`config.mk`:
```
export PLATFORM = sky130hd
export DESIGN_NAME = i2c_master_bit_sequencer_flat
export DESIGN_NICKNAME = d
export VERILOG_FILES = /design/src/sv/i2cbs_pkg.sv /design/src/sv/i2cbs_if.sv /design/src/sv/i2c_master_bit_sequencer.sv /design/src/flat_wrapper.sv
export SDC_FILE = /design/constraint.sdc
export NUM_CORES = 1
export LEC_CHECK = 0
export ABC_CLOCK_PERIOD_IN_PS = 10600
export BUFFER_PORTS_ARGS = -buffer_cell sky130_fd_sc_hd__buf_2
export CAP_MARGIN = 20
export CORE_ASPECT_RATIO = 0.9
export CORE_MARGIN = 3
export CORE_UTILIZATION = 43
export CTS_CLUSTER_DIAMETER = 60
export CTS_CLUSTER_SIZE = 20
export DETAILED_ROUTE_END_ITERATION = 6
export GPL_TIMING_DRIVEN = 0
export PLACE_DENSITY = 0.7
export SLEW_MARGIN = 20
export SYNTH_ARGS = -nofsm -noshare
export SYNTH_HDL_FRONTEND = slang
export SYNTH_SLANG_ARGS = --single-unit
```
`constraint.sdc`:
```
create_clock -name clk_i -period 10.6 [get_ports clk_i]
set_clock_uncertainty 0.2 [all_clocks]
set_input_delay 1.06 -clock clk_i [delete_from_list [all_inputs] [get_ports clk_i]]
set_output_delay 1.06 -clock clk_i [all_outputs]
set_load 0.02 [all_outputs]
```
`src/sv/i2cbs_pkg.sv`:
```
`timescale 1ns / 1ps
// ----------------------------------------------------------------------------
// I2C bit sequencer package
// Field widths, command codes and shared types for the bit sequencer.
// ----------------------------------------------------------------------------
package i2cbs_pkg;

  localparam int unsigned FuncW    = 3;
  localparam int unsigned AddrW    = 7;
  localparam int unsigned ByteW    = 8;
  localparam int unsigned TicksW   = 8;
  localparam int unsigned StepW    = 5;

  localparam logic [FuncW-1:0] FUNC_NONE  = 3'd0;
  localparam logic [FuncW-1:0] FUNC_START = 3'd1;
  localparam logic [FuncW-1:0] FUNC_WRITE = 3'd2;
  localparam logic [FuncW-1:0] FUNC_READ  = 3'd3;
  localparam logic [FuncW-1:0] FUNC_STOP  = 3'd4;

  localparam logic [TicksW-1:0] PHASE_TICKS_RST = 8'd1;

  // Number of phases in each sequence.
  localparam logic [StepW-1:0] LEN_START = 5'd23;
  localparam logic [StepW-1:0] LEN_BYTE  = 5'd19;
  localparam logic [StepW-1:0] LEN_STOP  = 5'd4;
  // Phases below this index belong to the eight data bits of a byte.
  localparam logic [StepW-1:0] BIT_PHASES = 5'd16;
  localparam logic [StepW-1:0] ACK_PHASE  = 5'd16;
  localparam logic [StepW-1:0] ACK_HIGH   = 5'd17;
  localparam logic [StepW-1:0] START_HDR  = 5'd4;

  typedef enum logic [4:0] {
    CMD_IDLE  = 5'b00001,
    CMD_START = 5'b00010,
    CMD_WRITE = 5'b00100,
    CMD_READ  = 5'b01000,
    CMD_STOP  = 5'b10000
  } cmd_e;

  typedef struct packed {
    logic             scl_out;
    logic             sda_out;
    logic             busy_res;
    logic [ByteW-1:0] rd_data;
    logic             rd_valid;
    logic             cmd_rejected;
  } res_t;

endpackage

```
`src/sv/i2cbs_if.sv`:
```
`timescale 1ns / 1ps
// ----------------------------------------------------------------------------
// I2C bit sequencer channels
// Tick input, result output and configuration write channels.
// ----------------------------------------------------------------------------
interface i2cbs_in_if;
  logic                        valid;
  logic                        ready;
  logic [i2cbs_pkg::FuncW-1:0] func;
  logic [i2cbs_pkg::AddrW-1:0] dev_addr;
  logic                        rw_bit;
  logic [i2cbs_pkg::ByteW-1:0] wr_data;
  logic                        send_ack;
  logic                        sda_in;

  modport source (output valid, func, dev_addr, rw_bit, wr_data, send_ack, sda_in,
                  input ready);
  modport sink (input valid, func, dev_addr, rw_bit, wr_data, send_ack, sda_in,
                output ready);
endinterface

interface i2cbs_out_if;
  logic                        valid;
  logic                        ready;
  logic                        scl_out;
  logic                        sda_out;
  logic                        busy_res;
  logic [i2cbs_pkg::ByteW-1:0] rd_data;
  logic                        rd_valid;
  logic                        cmd_rejected;

  modport source (output valid, scl_out, sda_out, busy_res, rd_data, rd_valid,
                  cmd_rejected, input ready);
  modport sink (input valid, scl_out, sda_out, busy_res, rd_data, rd_valid,
                cmd_rejected, output ready);
endinterface

interface i2cbs_cfg_if;
  logic                         valid;
  logic                         ready;
  logic [i2cbs_pkg::TicksW-1:0] phase_ticks;

  modport source (output valid, phase_ticks, input ready);
  modport sink (input valid, phase_ticks, output ready);
endinterface

```
`src/sv/i2c_master_bit_sequencer.sv`:
```
`timescale 1ns / 1ps
// ----------------------------------------------------------------------------
// I2C master bit sequencer
// Drives SCL and SDA phase by phase for start, write, read and stop commands.
// ----------------------------------------------------------------------------
// Usage:
//   cmd_i carries one timing tick per transfer: the sampled SDA level and,
//   while the sequencer is idle, a command with its operands. Every accepted
//   tick yields exactly one result on res_o with the driven SCL/SDA levels,
//   the busy flag, a completed read byte and a rejected-command flag.
//   cfg_i writes phase_ticks, the number of ticks each phase is held; it is
//   always ready and should only be written while the sequencer is idle.
//   The result of an accepted tick is registered before it is offered.
//   Throughput is one tick per cycle while cmd_i.ready is high, set by the
//   single registered update of the sequencer state. Results pass through a
//   two-entry output buffer, so a tick is still taken while one result waits;
//   cmd_i.ready drops only when both entries are held by a stalled receiver.
//   Reset leaves the bus idle with SCL low, SDA released, phase_ticks of one
//   and the output buffer empty.
// ----------------------------------------------------------------------------
module i2c_master_bit_sequencer (
  input logic        clk_i,
  input logic        rst_ni,
  i2cbs_in_if.sink   cmd_i,
  i2cbs_cfg_if.sink  cfg_i,
  i2cbs_out_if.source res_o
);
  import i2cbs_pkg::*;

  // Sequencer state.
  cmd_e              cmd_q, cmd_d;
  logic [StepW-1:0]  step_q, step_d;
  logic [ByteW-1:0]  shift_q, shift_d;
  logic [TicksW-1:0] hold_q, hold_d;
  logic              scl_q, scl_d;
  logic              sda_q, sda_d;
  logic              ack_q, ack_d;
  logic [TicksW-1:0] ticks_q;

  // Output buffer.
  res_t              buf_q [2];
  logic              wr_ptr_q, rd_ptr_q;
  logic [1:0]        count_q;

  logic              in_fire, out_fire;
  cmd_e              func_cmd;
  logic              is_cmd;
  logic [TicksW-1:0] limit;
  logic [TicksW:0]   held;
  logic [StepW-1:0]  step_next;
  logic              rejected, rd_valid;
  res_t              res;

  function automatic logic [StepW-1:0] seq_len(cmd_e c);
    logic [StepW-1:0] len;
    unique case (c)
      CMD_START:           len = LEN_START;
      CMD_WRITE, CMD_READ: len = LEN_BYTE;
      CMD_STOP:            len = LEN_STOP;
      default:             len = '0;
    endcase
    return len;
  endfunction

  // Returns {scl, sda} after the given phase is applied.
  function automatic logic [1:0] byte_out(logic [StepW-1:0] k, logic [ByteW-1:0] sb,
                                          logic scl, logic sda);
    logic [1:0] lv;
    lv = {scl, sda};
    if (k < BIT_PHASES) begin
      lv = {k[0], sb[~k[3:1]]};
    end else if (k == ACK_PHASE) begin
      lv = 2'b01;
    end else if (k == ACK_HIGH) begin
      lv[1] = 1'b1;
    end else begin
      lv[1] = 1'b0;
    end
    return lv;
  endfunction

  function automatic logic [1:0] byte_in(logic [StepW-1:0] k, logic ack,
                                         logic scl, logic sda);
    logic [1:0] lv;
    lv = {scl, sda};
    if (k < BIT_PHASES) begin
      lv = {~k[0], 1'b1};
    end else if (k == ACK_PHASE) begin
      lv = {1'b0, ~ack};
    end else if (k == ACK_HIGH) begin
      lv[1] = 1'b1;
    end else begin
      lv[1] = 1'b0;
    end
    return lv;
  endfunction

  function automatic logic [1:0] apply_phase(cmd_e c, logic [StepW-1:0] k,
                                             logic [ByteW-1:0] sb, logic ack,
                                             logic scl, logic sda);
    logic [1:0] lv;
    lv = {scl, sda};
    unique case (c)
      CMD_START: begin
        case (k)
          5'd0:    lv[0] = 1'b1;
          5'd1:    lv[1] = 1'b1;
          5'd2:    lv[0] = 1'b0;
          5'd3:    lv[1] = 1'b0;
          default: lv = byte_out(k - START_HDR, sb, scl, sda);
        endcase
      end
      CMD_WRITE: lv = byte_out(k, sb, scl, sda);
      CMD_READ:  lv = byte_in(k, ack, scl, sda);
      CMD_STOP: begin
        case (k)
          5'd0:    lv[1] = 1'b0;
          5'd1:    lv[0] = 1'b0;
          5'd2:    lv[1] = 1'b1;
          default: lv[0] = 1'b1;
        endcase
      end
      default: lv = {scl, sda};
    endcase
    return lv;
  endfunction

  assign cmd_i.ready = (count_q != 2'd2);
  assign in_fire     = cmd_i.valid && cmd_i.ready;
  assign cfg_i.ready = 1'b1;
  assign out_fire    = res_o.valid && res_o.ready;

  always_comb begin
    unique case (cmd_i.func)
      FUNC_START: func_cmd = CMD_START;
      FUNC_WRITE: func_cmd = CMD_WRITE;
      FUNC_READ:  func_cmd = CMD_READ;
      FUNC_STOP:  func_cmd = CMD_STOP;
      default:    func_cmd = CMD_IDLE;
    endcase
  end

  assign is_cmd    = (func_cmd != CMD_IDLE);
  // A zero hold count behaves as one.
  assign limit     = (ticks_q == '0) ? 8'd1 : ticks_q;
  assign held      = {1'b0, hold_q} + 9'd1;
  assign step_next = step_q + 5'd1;

  always_comb begin
    cmd_d    = cmd_q;
    step_d   = step_q;
    shift_d  = shift_q;
    hold_d   = hold_q;
    scl_d    = scl_q;
    sda_d    = sda_q;
    ack_d    = ack_q;
    rejected = 1'b0;
    rd_valid = 1'b0;
    if (cmd_q != CMD_IDLE) begin
      rejected = is_cmd;
      if (held >= {1'b0, limit}) begin
        hold_d = '0;
        // In a read, the end of each SCL-high data phase samples the line.
        if (cmd_q == CMD_READ && step_q < BIT_PHASES && !step_q[0]) begin
          shift_d = {shift_q[ByteW-2:0], cmd_i.sda_in};
        end
        if (step_next >= seq_len(cmd_q)) begin
          if (cmd_q == CMD_READ) begin
            rd_valid = 1'b1;
            sda_d    = 1'b1;
          end
          cmd_d  = CMD_IDLE;
          step_d = '0;
        end else begin
          step_d         = step_next;
          {scl_d, sda_d} = apply_phase(cmd_q, step_next, shift_d, ack_q, scl_q, sda_q);
        end
      end else begin
        hold_d = held[TicksW-1:0];
      end
    end else if (is_cmd) begin
      cmd_d  = func_cmd;
      step_d = '0;
      hold_d = '0;
      unique case (func_cmd)
        CMD_START: shift_d = {cmd_i.dev_addr, cmd_i.rw_bit};
        CMD_WRITE: shift_d = cmd_i.wr_data;
        CMD_READ: begin
          shift_d = '0;
          ack_d   = cmd_i.send_ack;
        end
        default: shift_d = shift_q;
      endcase
      {scl_d, sda_d} = apply_phase(func_cmd, '0, shift_d, ack_d, scl_q, sda_q);
    end
  end

  always_comb begin
    res.scl_out      = scl_d;
    res.sda_out      = sda_d;
    res.busy_res     = (cmd_d != CMD_IDLE);
    res.rd_data      = rd_valid ? shift_d : '0;
    res.rd_valid     = rd_valid;
    res.cmd_rejected = rejected;
  end

  always_ff @(posedge clk_i or negedge rst_ni) begin
    if (!rst_ni) begin
      cmd_q   <= CMD_IDLE;
      step_q  <= '0;
      shift_q <= '0;
      hold_q  <= '0;
      scl_q   <= 1'b0;
      sda_q   <= 1'b1;
      ack_q   <= 1'b0;
    end else if (in_fire) begin
      cmd_q   <= cmd_d;
      step_q  <= step_d;
      shift_q <= shift_d;
      hold_q  <= hold_d;
      scl_q   <= scl_d;
      sda_q   <= sda_d;
      ack_q   <= ack_d;
    end
  end

  always_ff @(posedge clk_i or negedge rst_ni) begin
    if (!rst_ni) begin
      ticks_q <= PHASE_TICKS_RST;
    end else if (cfg_i.valid && cfg_i.ready) begin
      ticks_q <= cfg_i.phase_ticks;
    end
  end

  always_ff @(posedge clk_i) begin
    if (in_fire) begin
      buf_q[wr_ptr_q] <= res;
    end
  end

  always_ff @(posedge clk_i or negedge rst_ni) begin
    if (!rst_ni) begin
      wr_ptr_q <= 1'b0;
      rd_ptr_q <= 1'b0;
      count_q  <= '0;
    end else begin
      if (in_fire) begin
        wr_ptr_q <= ~wr_ptr_q;
      end
      if (out_fire) begin
        rd_ptr_q <= ~rd_ptr_q;
      end
      if (in_fire && !out_fire) begin
        count_q <= count_q + 2'd1;
      end else if (!in_fire && out_fire) begin
        count_q <= count_q - 2'd1;
      end
    end
  end

  assign res_o.valid        = (count_q != '0);
  assign res_o.scl_out      = buf_q[rd_ptr_q].scl_out;
  assign res_o.sda_out      = buf_q[rd_ptr_q].sda_out;
  assign res_o.busy_res     = buf_q[rd_ptr_q].busy_res;
  assign res_o.rd_data      = buf_q[rd_ptr_q].rd_data;
  assign res_o.rd_valid     = buf_q[rd_ptr_q].rd_valid;
  assign res_o.cmd_rejected = buf_q[rd_ptr_q].cmd_rejected;

endmodule
```
`src/flat_wrapper.sv`:
```
// flat-port wrapper written by rule: the top's interface ports become plain ports
module i2c_master_bit_sequencer_flat import i2cbs_pkg::*;
  (clk_i, rst_ni, cmd_i_valid, cmd_i_func, cmd_i_dev_addr, cmd_i_rw_bit, cmd_i_wr_data, cmd_i_send_ack, cmd_i_sda_in, cmd_i_ready, cfg_i_valid, cfg_i_phase_ticks, cfg_i_ready, res_o_valid, res_o_scl_out, res_o_sda_out, res_o_busy_res, res_o_rd_data, res_o_rd_valid, res_o_cmd_rejected, res_o_ready);
  i2cbs_in_if cmd_i_i ();
  i2cbs_cfg_if cfg_i_i ();
  i2cbs_out_if res_o_i ();
  input logic clk_i;
  input logic rst_ni;
  input wire logic [$bits(cmd_i_i.valid)-1:0] cmd_i_valid;
  input wire logic [$bits(cmd_i_i.func)-1:0] cmd_i_func;
  input wire logic [$bits(cmd_i_i.dev_addr)-1:0] cmd_i_dev_addr;
  input wire logic [$bits(cmd_i_i.rw_bit)-1:0] cmd_i_rw_bit;
  input wire logic [$bits(cmd_i_i.wr_data)-1:0] cmd_i_wr_data;
  input wire logic [$bits(cmd_i_i.send_ack)-1:0] cmd_i_send_ack;
  input wire logic [$bits(cmd_i_i.sda_in)-1:0] cmd_i_sda_in;
  output wire logic [$bits(cmd_i_i.ready)-1:0] cmd_i_ready;
  input wire logic [$bits(cfg_i_i.valid)-1:0] cfg_i_valid;
  input wire logic [$bits(cfg_i_i.phase_ticks)-1:0] cfg_i_phase_ticks;
  output wire logic [$bits(cfg_i_i.ready)-1:0] cfg_i_ready;
  output wire logic [$bits(res_o_i.valid)-1:0] res_o_valid;
  output wire logic [$bits(res_o_i.scl_out)-1:0] res_o_scl_out;
  output wire logic [$bits(res_o_i.sda_out)-1:0] res_o_sda_out;
  output wire logic [$bits(res_o_i.busy_res)-1:0] res_o_busy_res;
  output wire logic [$bits(res_o_i.rd_data)-1:0] res_o_rd_data;
  output wire logic [$bits(res_o_i.rd_valid)-1:0] res_o_rd_valid;
  output wire logic [$bits(res_o_i.cmd_rejected)-1:0] res_o_cmd_rejected;
  input wire logic [$bits(res_o_i.ready)-1:0] res_o_ready;
  assign cmd_i_i.valid = cmd_i_valid;
  assign cmd_i_i.func = cmd_i_func;
  assign cmd_i_i.dev_addr = cmd_i_dev_addr;
  assign cmd_i_i.rw_bit = cmd_i_rw_bit;
  assign cmd_i_i.wr_data = cmd_i_wr_data;
  assign cmd_i_i.send_ack = cmd_i_send_ack;
  assign cmd_i_i.sda_in = cmd_i_sda_in;
  assign cmd_i_ready = cmd_i_i.ready;
  assign cfg_i_i.valid = cfg_i_valid;
  assign cfg_i_i.phase_ticks = cfg_i_phase_ticks;
  assign cfg_i_ready = cfg_i_i.ready;
  assign res_o_valid = res_o_i.valid;
  assign res_o_scl_out = res_o_i.scl_out;
  assign res_o_sda_out = res_o_i.sda_out;
  assign res_o_busy_res = res_o_i.busy_res;
  assign res_o_rd_data = res_o_i.rd_data;
  assign res_o_rd_valid = res_o_i.rd_valid;
  assign res_o_cmd_rejected = res_o_i.cmd_rejected;
  assign res_o_i.ready = res_o_ready;
  i2c_master_bit_sequencer u_core (.clk_i(clk_i), .rst_ni(rst_ni), .cmd_i(cmd_i_i), .cfg_i(cfg_i_i), .res_o(res_o_i));
endmodule
```
# After elaboration in Yosys (flattened, before gate mapping)
# Memory sizes are Yosys's and may differ from the RTL's.
# Cells that the tools add are included.
# W data, S select, Z words.
# totals
register_bits	41
output_inout_bits	16
memories	1
ramBits	26
latchBits	0
romBits	0
inputBits	34
# classes
div_mod_pow	0
order_cmp	7
n_shift	0
addsub	5
mul	0
n_eq_ne	24
n_reduce_logical	20
n_bitwise	7
muxes	62
# memory_table
name	depth	width	rd	rd_clocked_by_memory_dff	write_ports	line_no	text
u_core.buf_q	2	13	1	0	1	i2c_master_bit_sequencer.sv:41	res_t buf_q [2];
# op_table
operator	n
$mux W8	11
$mux W5	10
$eq A5 B5 Y1 const B	6
$mux W1	25
$pmux W8 S3	1
$eq A5 B2 Y1 const B	4
$pmux W5 S4	1
$pmux W2 S4	2
$lt A5 B5 Y1 const B	3
$ne A5 B1 Y1 const B	3
$pmux W5 S3	1
$eq A5 B3 Y1 const B	2
$eq A5 B4 Y1 const B	2
$mux W2	5
$add A8 B1 Y9 const B	1
$ge A9 B8 Y1	1
$logic_not A8 Y1	1
$lt A3 B4 Y1 const B	2
$bmux W1 S3	2
$eq A3 B2 Y1 const B	2
$logic_and A1 B1 Y1	6
$not A3 Y3	2
$pmux W1 S3	2
$reduce_bool A2 Y1	3
17 further kinds	27

# Longest topological paths before layout
# Gate-level depths: netlist (run 1).
# depth
ltp_word	14
ltp_mapped	13

# Least setup slack after synthesis (run 1)
# OpenSTA, ideal clock, no wires.
# synth_path
path_kind	register -> register
from	reg u_core.hold_q[0]
to	reg u_core.shift_q[0]
period_less_slack_ns	3.345
t_arrival_ns	3.066
stages_incl_launch_ff	13
path_buffers	0
setup_time_ns	0.078
path_slack_ns	7.255
cell_sequence	dfrtp_1 ha_1 nand3_1 or2_2 xnor2_1 ha_1 a21oi_1 nand2_1 a211oi_2 a21oi_2 a21oi_1 nand2b_1 o2bb2ai_1
# synth_between
elab_chain_cells	4
# synth_lines
item	line_no	text
start: declaration	i2c_master_bit_sequencer.sv:34	logic [TicksW-1:0] hold_q, hold_d;
start signal: assignment	i2c_master_bit_sequencer.sv:220	hold_q <= hold_d;
$add A8 B1 Y9	i2c_master_bit_sequencer.sv:146	assign held = {1'b0, hold_q} + 9'd1;
$ge A9 B8 Y1	i2c_master_bit_sequencer.sv:161	if (held >= {1'b0, limit}) begin
$mux W8	i2c_master_bit_sequencer.sv:161	
$mux W8	i2c_master_bit_sequencer.sv:159	if (cmd_q != CMD_IDLE) begin
end signal: assignment	i2c_master_bit_sequencer.sv:219	shift_q <= shift_d;
end: declaration	i2c_master_bit_sequencer.sv:33	logic [ByteW-1:0] shift_q, shift_d;
# Every way passes these cells.
# A chain may end at the register's enable or synchronous reset.

==> summary.md, run 1 <==
| Metric | Value |
|---|---|
| Congestion Overflow GR | `0` |
| Synth unique cells | `67` |
| Sequential element share of the synthesized area | `between 40 and 50%` |
| Tot Pwr | `0.00126 W` |
| Die ar. | `0.0112 mm2` |
| Setup Buffers After CTS | `0` |
| Area of the core | `0.00941 mm2` |
| FF+latch count, synth | `67` |
| CTS tree | `built` |
| TritonRoute pass-1 iters | `5` |
| Critical path endpoint category | `register` |
| Status | `complete, no violations` |
| Worst Path Required | `10.55 ns` |
| Syn-to-layout area delta | `14.7%` |
| Root buf cell | `clkbuf_8` |
| First-pass GRT wire length | `17.6 mm` |
| Final RePlAce weighted congestion | `0.881` |
| Max VDD drop | `about 0.097 mV` |
| Hold buffer count at CTS | `0` |
| Lkg Pwr | `2.03 nW` |
| Initial DRC count | `between 200 and 300` |
| Largest net degree at the start of global routing | `42` |
| Synthesized area per cell | `9.52 um2` |
| Path category of the worst min-delay check | `register to register` |
| Primary FF master, synth | `dfrtp_1` |
| Post-Route Setup TNS | `0 ns` |
| Max clock buf depth | `2` |
| Final setup fails | `0` |
| IO Port Bufs | `46` |
| Post_cts resized | `0` |
| Antenna Nets Post-Route | `0` |
| Number of flops mapped to enable cells by yosys | `26` |
| Clock sink count | `67` |
| Slew @ Worst Pin | `0.842 ns` |
| DP HPWL | `7.81 mm` |
| Yosys warns | `0` |
| Die Width | `111 um` |
| Max Freq | `240 MHz` |
| Total track usage | `19.5%` |
| Fraction of layout instances using a drive strength above 1 | `a little over 20%` |
| DRC violations left | `0` |
| Vias/cell | `roughly 5.8` |
| Via count | `3665` |
| Cells after synthesis | `449` |
| Worst skew pair latency | `approximately 0.36 ns` |
| Vias in the first global route | `about 3500` |
| DRT Wirelength | `10.6 mm` |
| Fin nets | `563` |
| Power density cells | `258 mW/mm2` |
| FP Rows | `33` |
| Die outline height | `101 um` |
| RSZ-0062 raised after global routing | `no` |
| WS Path Type | `register to register` |
| CTS clk-pin slew, worst paths | `0.08 ns` |
| Worst Path Arrival | `4.12 ns` |
| Maxcap violations | `0` |
| Post-Syn Area | `0.00428 mm2` |
| Period utilization | `39.3%` |
| Max-slew headroom | `43.6%` |
| IO Pins | `50` |
| Routed len/inst | `16.7 um` |
| Ys async rst share | `61.2%` |
| CP Max Fanout | `10` |
| Crit start category | `register` |
| Min Clock Period, post-route | `roughly 4.2 ns` |
| Synth Net Count | `505` |
| Initial Utilization | `about 45%` |
| Diode count | `0` |
| Fin. Hold Viols | `0` |
| Htree depth | `3` |
| CTS buffer count | `9` |
| Final Slew Violations | `0` |
| Initial antenna violation count | `0` |
[cells by family after synthesis]
| family | synth area share (%) |
|---|---|
| muxes | 5.47 |
| buffers and inverters | 4.10 |
| and+or+nand+nor | 17.1 |
| adders and majority gates | 6.44 |
| xor gates and xnor gates | 3.80 |
| AOI/OAI and AO/OA | 20.7 |
| other | 0.0877 |
| DFF | 42.3 |
[where the power goes]
group	total [W]	switching (W)	internal, W
clock	0.000241	0.000107	0.000134
sequential	0.000402	0.0000540	0.000348
combinational	0.000621	0.000382	0.000239
[cell usage in the layout, fill, tap and decap left out, types with 3 or more instances in the layout]
cell type and n:
o22ai_1 3, o2bb2ai_1 6, mux2_2 17, inv_1 21, o211ai_1 4, o31ai_1 5
nand3_1 11, clkbuf_1 14, o21ai_0 37, a22o_1 8, nand2b_1 14, and3_1 5
nor2_1 34, a31oi_1 6, clkbuf_8 9, buf_2 48, nor3_1 6, nor2b_1 4
a211oi_1 6, or2_2 3, ha_1 22, a21oi_1 23, dfrtp_1 38, clkinv_4 3
nand2_1 50, nand4_1 6, a22oi_1 9, dfstp_2 3, xnor2_1 11, xor2_1 5
edfxtp_1 26
[worst max-delay path: stages (launching register included)]
cell and delay, ns:
dfrtp_1 0.47, ha_1 0.29, nand3_1 0.17, or2_2 0.36
xnor2_1 0.15, ha_1 0.34, a21oi_1 0.15, nand2_1 0.08
a211oi_2 0.64, a21oi_2 0.29, a21oi_1 0.48, nand2_1 0.10
a21oi_1 0.27
[Yosys cell counts (8+ instances only)]
library cell | number | area [um2]
nand2_1 | 50 | 188
dfrtp_1 | 38 | 951
o21ai_0 | 37 | 185
nor2_1 | 35 | 131
edfxtp_1 | 26 | 781
a21oi_1 | 23 | 115
ha_1 | 22 | 275
inv_1 | 21 | 78.8
mux2_2 | 17 | 191
clkbuf_1 | 14 | 52.6
nand2b_1 | 14 | 87.6
nand3_1 | 11 | 55.1
xnor2_1 | 11 | 96.3
a22oi_1 | 9 | 67.6
a22o_1 | 8 | 70.1
[through the flow]
| stage | hold slack, ns | utilization (%) | instances | worst slack (ns) | instance area [um2] |
|---|---|---|---|---|---|
| 2_1_floorplan | 0.256 | - | 449 | 7.26 | 4280 |
| 3_3_place_gp | 0.272 | 49.5 | 617 | 6.55 | 4660 |
| 3_5_place_dp | 0.277 | 49.5 | 617 | 6.51 | 4660 |
| 4_1_cts | 0.291 | 51.9 | 633 | 6.47 | 4880 |
| 5_1_grt | 0.313 | 52.1 | 634 | 6.16 | 4900 |
| 6_report | 0.289 | 52.1 | 634 | 6.44 | 4900 |
[path summary, 6_finish.rpt]
| kind | start | endpoint | slack, ns | depth (start not counted) |
|---|---|---|---|---|
| max | u_core.hold_q[0] | u_core.buf_q[1][2] | 6.44 | 12 |
| min | u_core.count_q[1] | u_core.count_q[1] | 0.29 | 1 |
| max reg2reg | u_core.hold_q[0] | u_core.buf_q[1][2] | 6.44 | 12 |
| min reg2reg | u_core.count_q[1] | u_core.count_q[1] | 0.29 | 1 |
| max in group asynchronous | rst_ni | u_core.ticks_q[0] | 9.18 | 2 |
| min in group asynchronous | rst_ni | u_core.ack_q | 0.44 | 1 |
[final cells by class]
class,count,area [um2]
clock buffer,9,124
inverter,22,82.6
tap,122,153
timing repair buffer,47,250
multi-input combinational,341,2290
buffer,19,92.6
fill,885,4510
clock inverter,7,100
sequential,67,1810
[state kept, by name, summed over array words and instances (netlist names)]
signal / flops
u_core.buf_q: 26
u_core.hold_q: 8
u_core.shift_q: 8
u_core.ticks_q: 8
u_core.cmd_q: 5
u_core.step_q: 5
u_core.count_q: 2
u_core.ack_q: 1
u_core.rd_ptr_q: 1
u_core.scl_q: 1
u_core.sda_q: 1
u_core.wr_ptr_q: 1
[metal layers]
layer / wire (um) / share of wire, % / track usage [%] / up-vias
met2: 4990 / 47 / 31.8 / 145
met3: 815 / 7.7 / 5.64 / 14
met5: 0 / 0 / 0 / -
met4: 103 / 0.97 / 4.30 / 0
li1: - / - / - / 1756
met1: 4700 / 44 / 26.1 / 1750
Note: power is estimated with default switching activity, not from simulation.
==> run 2: changes to the inputs <==
- ABC_AREA: default -> 1
- ABC_CLOCK_PERIOD_IN_PS: 10600 -> 4000
- clock period: 10.6 -> 4 ns (I/O delays scaled with it)
==> summary.md, run 2 <==
| Metric | Value |
|---|---|
| Status | `finished, violations left` |
| Failing checks | `hold timing` |
| Storage cell area | `roughly 0.0018 mm2` |
| Lkg Pwr | `2.37 nW` |
| Synth Net Count | `around 600` |
| CTS tree | `built` |
| Die ar. | `0.0112 mm2` |
| Vias in the first global route | `3635` |
| DP HPWL | `7.79 mm` |
| Multi-input gate area | `~0.0021 mm2` |
| Fraction of layout instances using a drive strength above 1 | `16.0%` |
| Congestion Overflow GR | `0` |
| Crit start category | `register` |
| WS Path Type | `register to register` |
| DRC violations left | `0` |
| Sequential element share of the synthesized area | `42.1%` |
| Antenna Nets Post-Route | `0` |
| CTS buffer count | `9` |
| Hold buffer count at CTS | `0` |
| Via count | `3838` |
| First-pass GRT wire length | `~18 mm` |
| Max VDD drop | `roughly 0.3 mV` |
| Yosys warns | `0` |
| Largest reg by FF count | `u_core.buf_q` |
| Top cells by count, synth | `nand2_1, inv_1, nand3_1, nor2_1, dfrtp_1` |
| Htree depth | `3` |
| Post-Syn Area | `0.00430 mm2` |
| Post_cts resized | `0` |
| Max-slew headroom | `28.9%` |
| Final setup fails | `0` |
| CTS clk-pin slew, worst paths | `around 0.080 ns` |
| RSZ-0062 raised after global routing | `no` |
| Period utilization | `84.5%` |
| IO Pins | `50` |
| Final Slew Violations | `0` |
| Initial Utilization | `45.7%` |
| Setup WS pre-CTS | `0.699 ns` |
| Die Width | `approximately 110 um` |
| Initial DRC count | `335` |
| Most common cell after layout, fill and taps aside | `nand2_1` |
| Post-Layout Cell Count | `735` |
| Total track usage | `19.2%` |
| Area of the core | `0.00941 mm2` |
| Fill cell count | `938` |
| IO Port Bufs | `48` |
| Maxcap violations | `0` |
| Min Clock Period, post-route | `3.38 ns` |
| FF+latch count, synth | `67` |
| Fin. Hold Viols | `8` |
| Met3 capacity usage during global routing | `5.10%` |
| TritonRoute pass-1 iters | `5` |
| Synth unique cells | `49` |
| Met2 GRT Util | `a little under a third` |
| Post-synth top area share | `22.1%` |
| Number of flops mapped to enable cells by yosys | `26` |
| Max clock buf depth | `2` |
| DP Cell Count | `719` |
| Dominant cells by area after synthesis | `dfrtp_1, edfxtp_1, nand2_1` |
| Leading area contributor after synthesis | `dfrtp_1` |
| Synthesized area per cell | `7.85 um2` |
| Vias/cell | `5.22` |
| Commonest cells after routing, fill and taps aside | `nand2_1, inv_1, buf_2` |
| Critical path endpoint category | `register` |
| Max Freq | `roughly 300 MHz` |
| Worst skew pair latency | `0.36 ns` |
| DRT Wirelength | `roughly 10 mm` |
| Syn-to-layout area delta | `14.2%` |
| Ys async rst share | `61.2%` |
| Path depth of the worst reg2reg path | `16` |
| Path category of the worst min-delay check | `primary input to async pin` |
| Cells after synthesis | `548` |
| Max FFs per register | `26` |
| Worst Path Required | `3.88 ns` |
| Die outline height | `101 um` |
| Post-Route Setup TNS | `0 ns` |
| Worst hold margin | `-0.00717 ns` |
| Diode count | `0` |
| Routed len/inst | `14.1 um` |
| Initial antenna violation count | `0` |
| Clock sink count | `67` |
| Largest net degree at the start of global routing | `42` |
| Slew @ Worst Pin | `1.06 ns` |
| Worst Path Arrival | `3.26 ns` |
| Final worst slack | `0.619 ns` |
| Primary FF master, synth | `dfrtp_1` |
| Fin nets | `between 600 and 700` |
| Setup Buffers After CTS | `0` |
| Final RePlAce weighted congestion | `0.949` |
| CP Max Fanout | `7` |
| Top-count cell post-synth | `nand2_1` |
| Most used routing layer | `met2` |
| FP Rows | `33` |
| Root buf cell | `clkbuf_8` |
| Met1 usage | `25.8%` |
| Power density cells | `742 mW/mm2` |
## run 2: path summary, 6_finish.rpt
kind                                       end  slack, ns            startpoint
setup / recovery           u_core.buf_q[0][11]       0.62      u_core.step_q[0]
hold / removal               u_core.ticks_q[4]     -0.007                rst_ni
setup reg to reg           u_core.buf_q[0][11]       0.62      u_core.step_q[0]
hold reg to reg              u_core.count_q[0]       0.28     u_core.count_q[0]
max in group asynchronous    u_core.count_q[0]       3.01                rst_ni
min in group clk_i           u_core.ticks_q[5]       0.04  cfg_i_phase_ticks[5]
## run 2: worst max-delay path: stages, from the launching register on
cell	delay (ns)
dfrtp_1	0.44
ha_1	0.27
xor2_1	0.49
inv_1	0.28
ha_1	0.28
inv_1	0.12
nor2_2	0.06
o21ai_1	0.20
nand2_1	0.10
o211ai_1	0.13
nand2_1	0.08
inv_1	0.05
nand2_1	0.04
nand2_1	0.06
nand4_1	0.08
nand2_1	0.10
nand2_1	0.12
## run 2: area by class of cell
class                      count  area share [%]
clock buffer                  10            2.80
timing repair buffer          49            5.04
clock inverter                 6            1.48
inverter                      74            5.65
buffer                        14            1.73
tap                          122            3.11
sequential                    67            36.8
multi-input combinational    393            43.3
## run 2: metal layers
| metal | up-vias | part of all wire (%) |
|---|---|---|
| li1 | 1942 | - |
| met1 | 1750 | 46 |
| met2 | 129 | 46 |
| met3 | 17 | 7.1 |
| met4 | 0 | 1.1 |
| met5 | - | 0 |
## run 2: cells by family (layout without fill, tap and decap cells)
kind of cell / after synthesis / after routing / synth area share (%)
flops: 67 / 67 / 42.1
buf+inv: 88 / 153 / 8.43
compound gates: 89 / 89 / 12.4
other cells: 1 / 1 / 0.0872
fa+ha+maj: 22 / 22 / 6.40
simple gates: 268 / 268 / 27.9
mux: 1 / 1 / 0.262
xor+xnor: 12 / 12 / 2.44
## run 2: metrics by stage
step | power, W | cell area, um2 | util (%) | hold WS (ns)
after global placement | 0.00295 | 4700 | 49.9 | 0.262
after global routing | 0.00396 | 4910 | 52.2 | 0.0342
final | 0.00364 | 4910 | 52.2 | -0.00717
after detailed placement | 0.00302 | 4700 | 50.0 | 0.266
after floorplan | 0.00250 | 4300 | - | -0.0956
after CTS | 0.00365 | 4910 | 52.2 | 0.0268
## run 2: where the power goes
group / internal (W) / leakage [nW] / total, W / switching, W
Sequential: 0.000953 / 0.765 / 0.00110 / 0.000144
Combinational: 0.000630 / 1.49 / 0.00194 / 0.00131
Clock: 0.000313 / 0.109 / 0.000611 / 0.000299
Total: 0.00189 / 2.37 / 0.00364 / 0.00175
==> run 3: changes to the inputs <==
- ABC_CLOCK_PERIOD_IN_PS: 4000 -> 3500
- clock period: 4 -> 3.5 ns (I/O delays scaled with it)
==> summary.md, run 3 (synthesized netlist as in run 2, its figures left out) <==
| Metric | Value |
|---|---|
| DRT Wirelength | `around 10 mm` |
| Final RePlAce weighted congestion | `roughly 0.95` |
| Power Internal | `0.00218 W` |
| Most common cell after layout, fill and taps aside | `nand2_1` |
| Lkg Pwr | `2.39 nW` |
| Power density cells | `839 mW/mm2` |
| Vias/cell | `5.18` |
| RSZ-0062 raised after global routing | `no` |
| CP Capture Point | `u_core.buf_q[0][6]` |
| CTS tree | `built` |
| Min Clock Period, post-route | `3.15 ns` |
| Antenna Nets Post-Route | `0` |
| Largest net degree at the start of global routing | `42` |
| Die outline height | `slightly above 100 um` |
| DP HPWL | `between 7 and 8 mm` |
| Fill cell count | `931` |
| Max FFs per register | `26` |
| Worst Path Required | `3.41 ns` |
| WS Path Type | `register to register` |
| Crit start category | `register` |
| Setup WS pre-CTS | `0.199 ns` |
| Multi-input gate area | `0.00215 mm2` |
| Fin nets | `670` |
| First-pass GRT wire length | `17.7 mm` |
| Post-Layout Cell Count | `741` |
| Fraction of layout instances using a drive strength above 1 | `16.5%` |
| Max-slew headroom | `28.3%` |
| Root buf cell | `clkbuf_8` |
| Die ar. | `0.0112 mm2` |
| Clock share of power | `16.7%` |
| Source of the critical timing path | `u_core.hold_q[0]` |
| Portion of total power attributed to sequential cells | `30.0%` |
| CTS clk-pin slew, worst paths | `about 0.09 ns` |
| Psw | `around 0.0020 W` |
| IO Pins | `50` |
| Final worst slack | `approximately 0.35 ns` |
| CTS buffer count | `9` |
| Die Width | `~110 um` |
| Diode count | `0` |
| Congestion Overflow GR | `0` |
| DRC violations left | `0` |
| Initial DRC count | `261` |
| Area of the core | `0.00941 mm2` |
| Fin. Hold Viols | `0` |
| Commonest cells after routing, fill and taps aside | `nand2_1, inv_1, buf_2` |
| Storage cell area | `approximately 0.0018 mm2` |
| Logic gate share of total power | `between 50% and 60%` |
| Final Slew Violations | `0` |
| Max clock buf depth | `2` |
| Maxcap violations | `0` |
| Path depth of the worst reg2reg path | `18` |
| Routed len/inst | `14.0 um` |
| FP Rows | `33` |
| CP Max Fanout | `10` |
| Vias in the first global route | `3675` |
| Final setup fails | `0` |
| Path category of the worst min-delay check | `primary input to register` |
| Status | `complete, no violations` |
| Reg-to-reg endpoint | `u_core.buf_q[0][6]` |
| Initial Utilization | `between 40% and 50%` |
| Worst skew pair latency | `~0.36 ns` |
| Largest reg by FF count | `u_core.buf_q` |
| Total track usage | `19.4%` |
| Register-to-register setup slack | `0.35 ns` |
| Critical path endpoint category | `register` |
| Slew @ Worst Pin | `1.07 ns` |
| Via count | `approximately 3800` |
| Initial antenna violation count | `0` |
| Max VDD drop | `between 0.3 and 0.4 mV` |
| Syn-to-layout area delta | `16.0%` |
| R2R Path Start | `u_core.hold_q[0]` |
| Htree depth | `3` |
| Period utilization | `89.9%` |
| Post-Route Setup TNS | `0 ns` |
| Sw Share | `roughly 48%` |
| TritonRoute pass-1 iters | `6` |
| IO Port Bufs | `48` |
| Worst Path Arrival | `between 3 and 4 ns` |
| Clock sink count | `67` |
| Max Freq | `318 MHz` |
| DP Cell Count | `719` |
==> run 3: changes by cell type in the layout (fill, tap and decap cells not counted), sizes merged <==
cell         before  now
dlygate4sd3       0    6
==> run 3: worst min path at each step <==
stage / slack [ns] / endpoint / cells after the start / from
after global placement: 0.26 / u_core.count_q[0] / 1 / u_core.count_q[0]
after floorplan: -0.15 / u_core.ack_q / 0 / rst_ni
final: 0.006 / u_core.ticks_q[3] / 3 / cfg_i_phase_ticks[3]
after detailed placement: 0.27 / u_core.count_q[0] / 1 / u_core.count_q[0]
after CTS: 0.002 / u_core.ticks_q[3] / 3 / cfg_i_phase_ticks[3]
after global routing: 0.02 / u_core.ticks_q[3] / 3 / cfg_i_phase_ticks[3]
==> run 3: metal layers <==
layer | up-vias | GRT usage (%) | wire, um
met3 | 15 | 5.28 | 682
li1 | 1952 | - | -
met2 | 109 | 31.9 | 4800
met5 | - | 0 | 0
met4 | 0 | 4.68 | 125
met1 | 1759 | 25.6 | 4800
==> run 3: power by group through the flow <==
| stage | sequential (W) | clock [W] | combinational [W] |
|---|---|---|---|
| floorplan | 0.00122 | 0 | 0.00164 |
| global placement | 0.00125 | 0 | 0.00212 |
| detailed placement | 0.00126 | 0 | 0.00219 |
| CTS | 0.00125 | 0.000713 | 0.00221 |
| global route | 0.00128 | 0.000747 | 0.00252 |
| finish | 0.00126 | 0.000700 | 0.00223 |
==> run 3: area by class of cell <==
| class | count | share of cell area (%) |
|---|---|---|
| clock buffers | 10 | 2.76 |
| well taps | 122 | 3.06 |
| repair buffers | 55 | 6.17 |
| flip-flops and latches | 67 | 36.3 |
| inverters | 74 | 5.56 |
| clock inverters | 6 | 1.45 |
| plain buffers | 14 | 1.70 |
| multi-input cells | 393 | 43.0 |
==> run 3: timing repair <==
| item | 4_1_cts | 5_1_grt |
|---|---|---|
| setup endpoints to repair | 0 | 33 |
| hold buffers | 6 | 0 |
| hold endpoints to repair | 43 | 0 |
| buffers inserted | 0 | 0 |
| resized for setup | 0 | 4 |
==> run 3: worst max-delay path, cell delays in order (launching register included) <==
cell and delay, ns:
dfrtp_1 0.43, ha_1 0.22, nand2_2 0.08, nor2_4 0.13, xnor2_1 0.13, inv_1 0.09
ha_1 0.33, nand2_1 0.10, nor2_1 0.05, a211oi_1 0.18, nor2_1 0.07, nor2_1 0.08
nand3_1 0.13, buf_6 0.18, buf_6 0.14, a31oi_1 0.12, o21ai_1 0.08, nand2_1 0.11
nor2_1 0.07
==> run 3: metrics by stage <==
stage	total power, W	hold WS [ns]	area, um2	util, %
2_1_floorplan	0.00285	-0.146	4300	-
3_3_place_gp	0.00337	0.262	4700	49.9
3_5_place_dp	0.00345	0.266	4700	50.0
4_1_cts	0.00417	0.00247	4970	52.8
5_1_grt	0.00455	0.0194	4990	53.0
6_report	0.00419	0.00603	4990	53.0
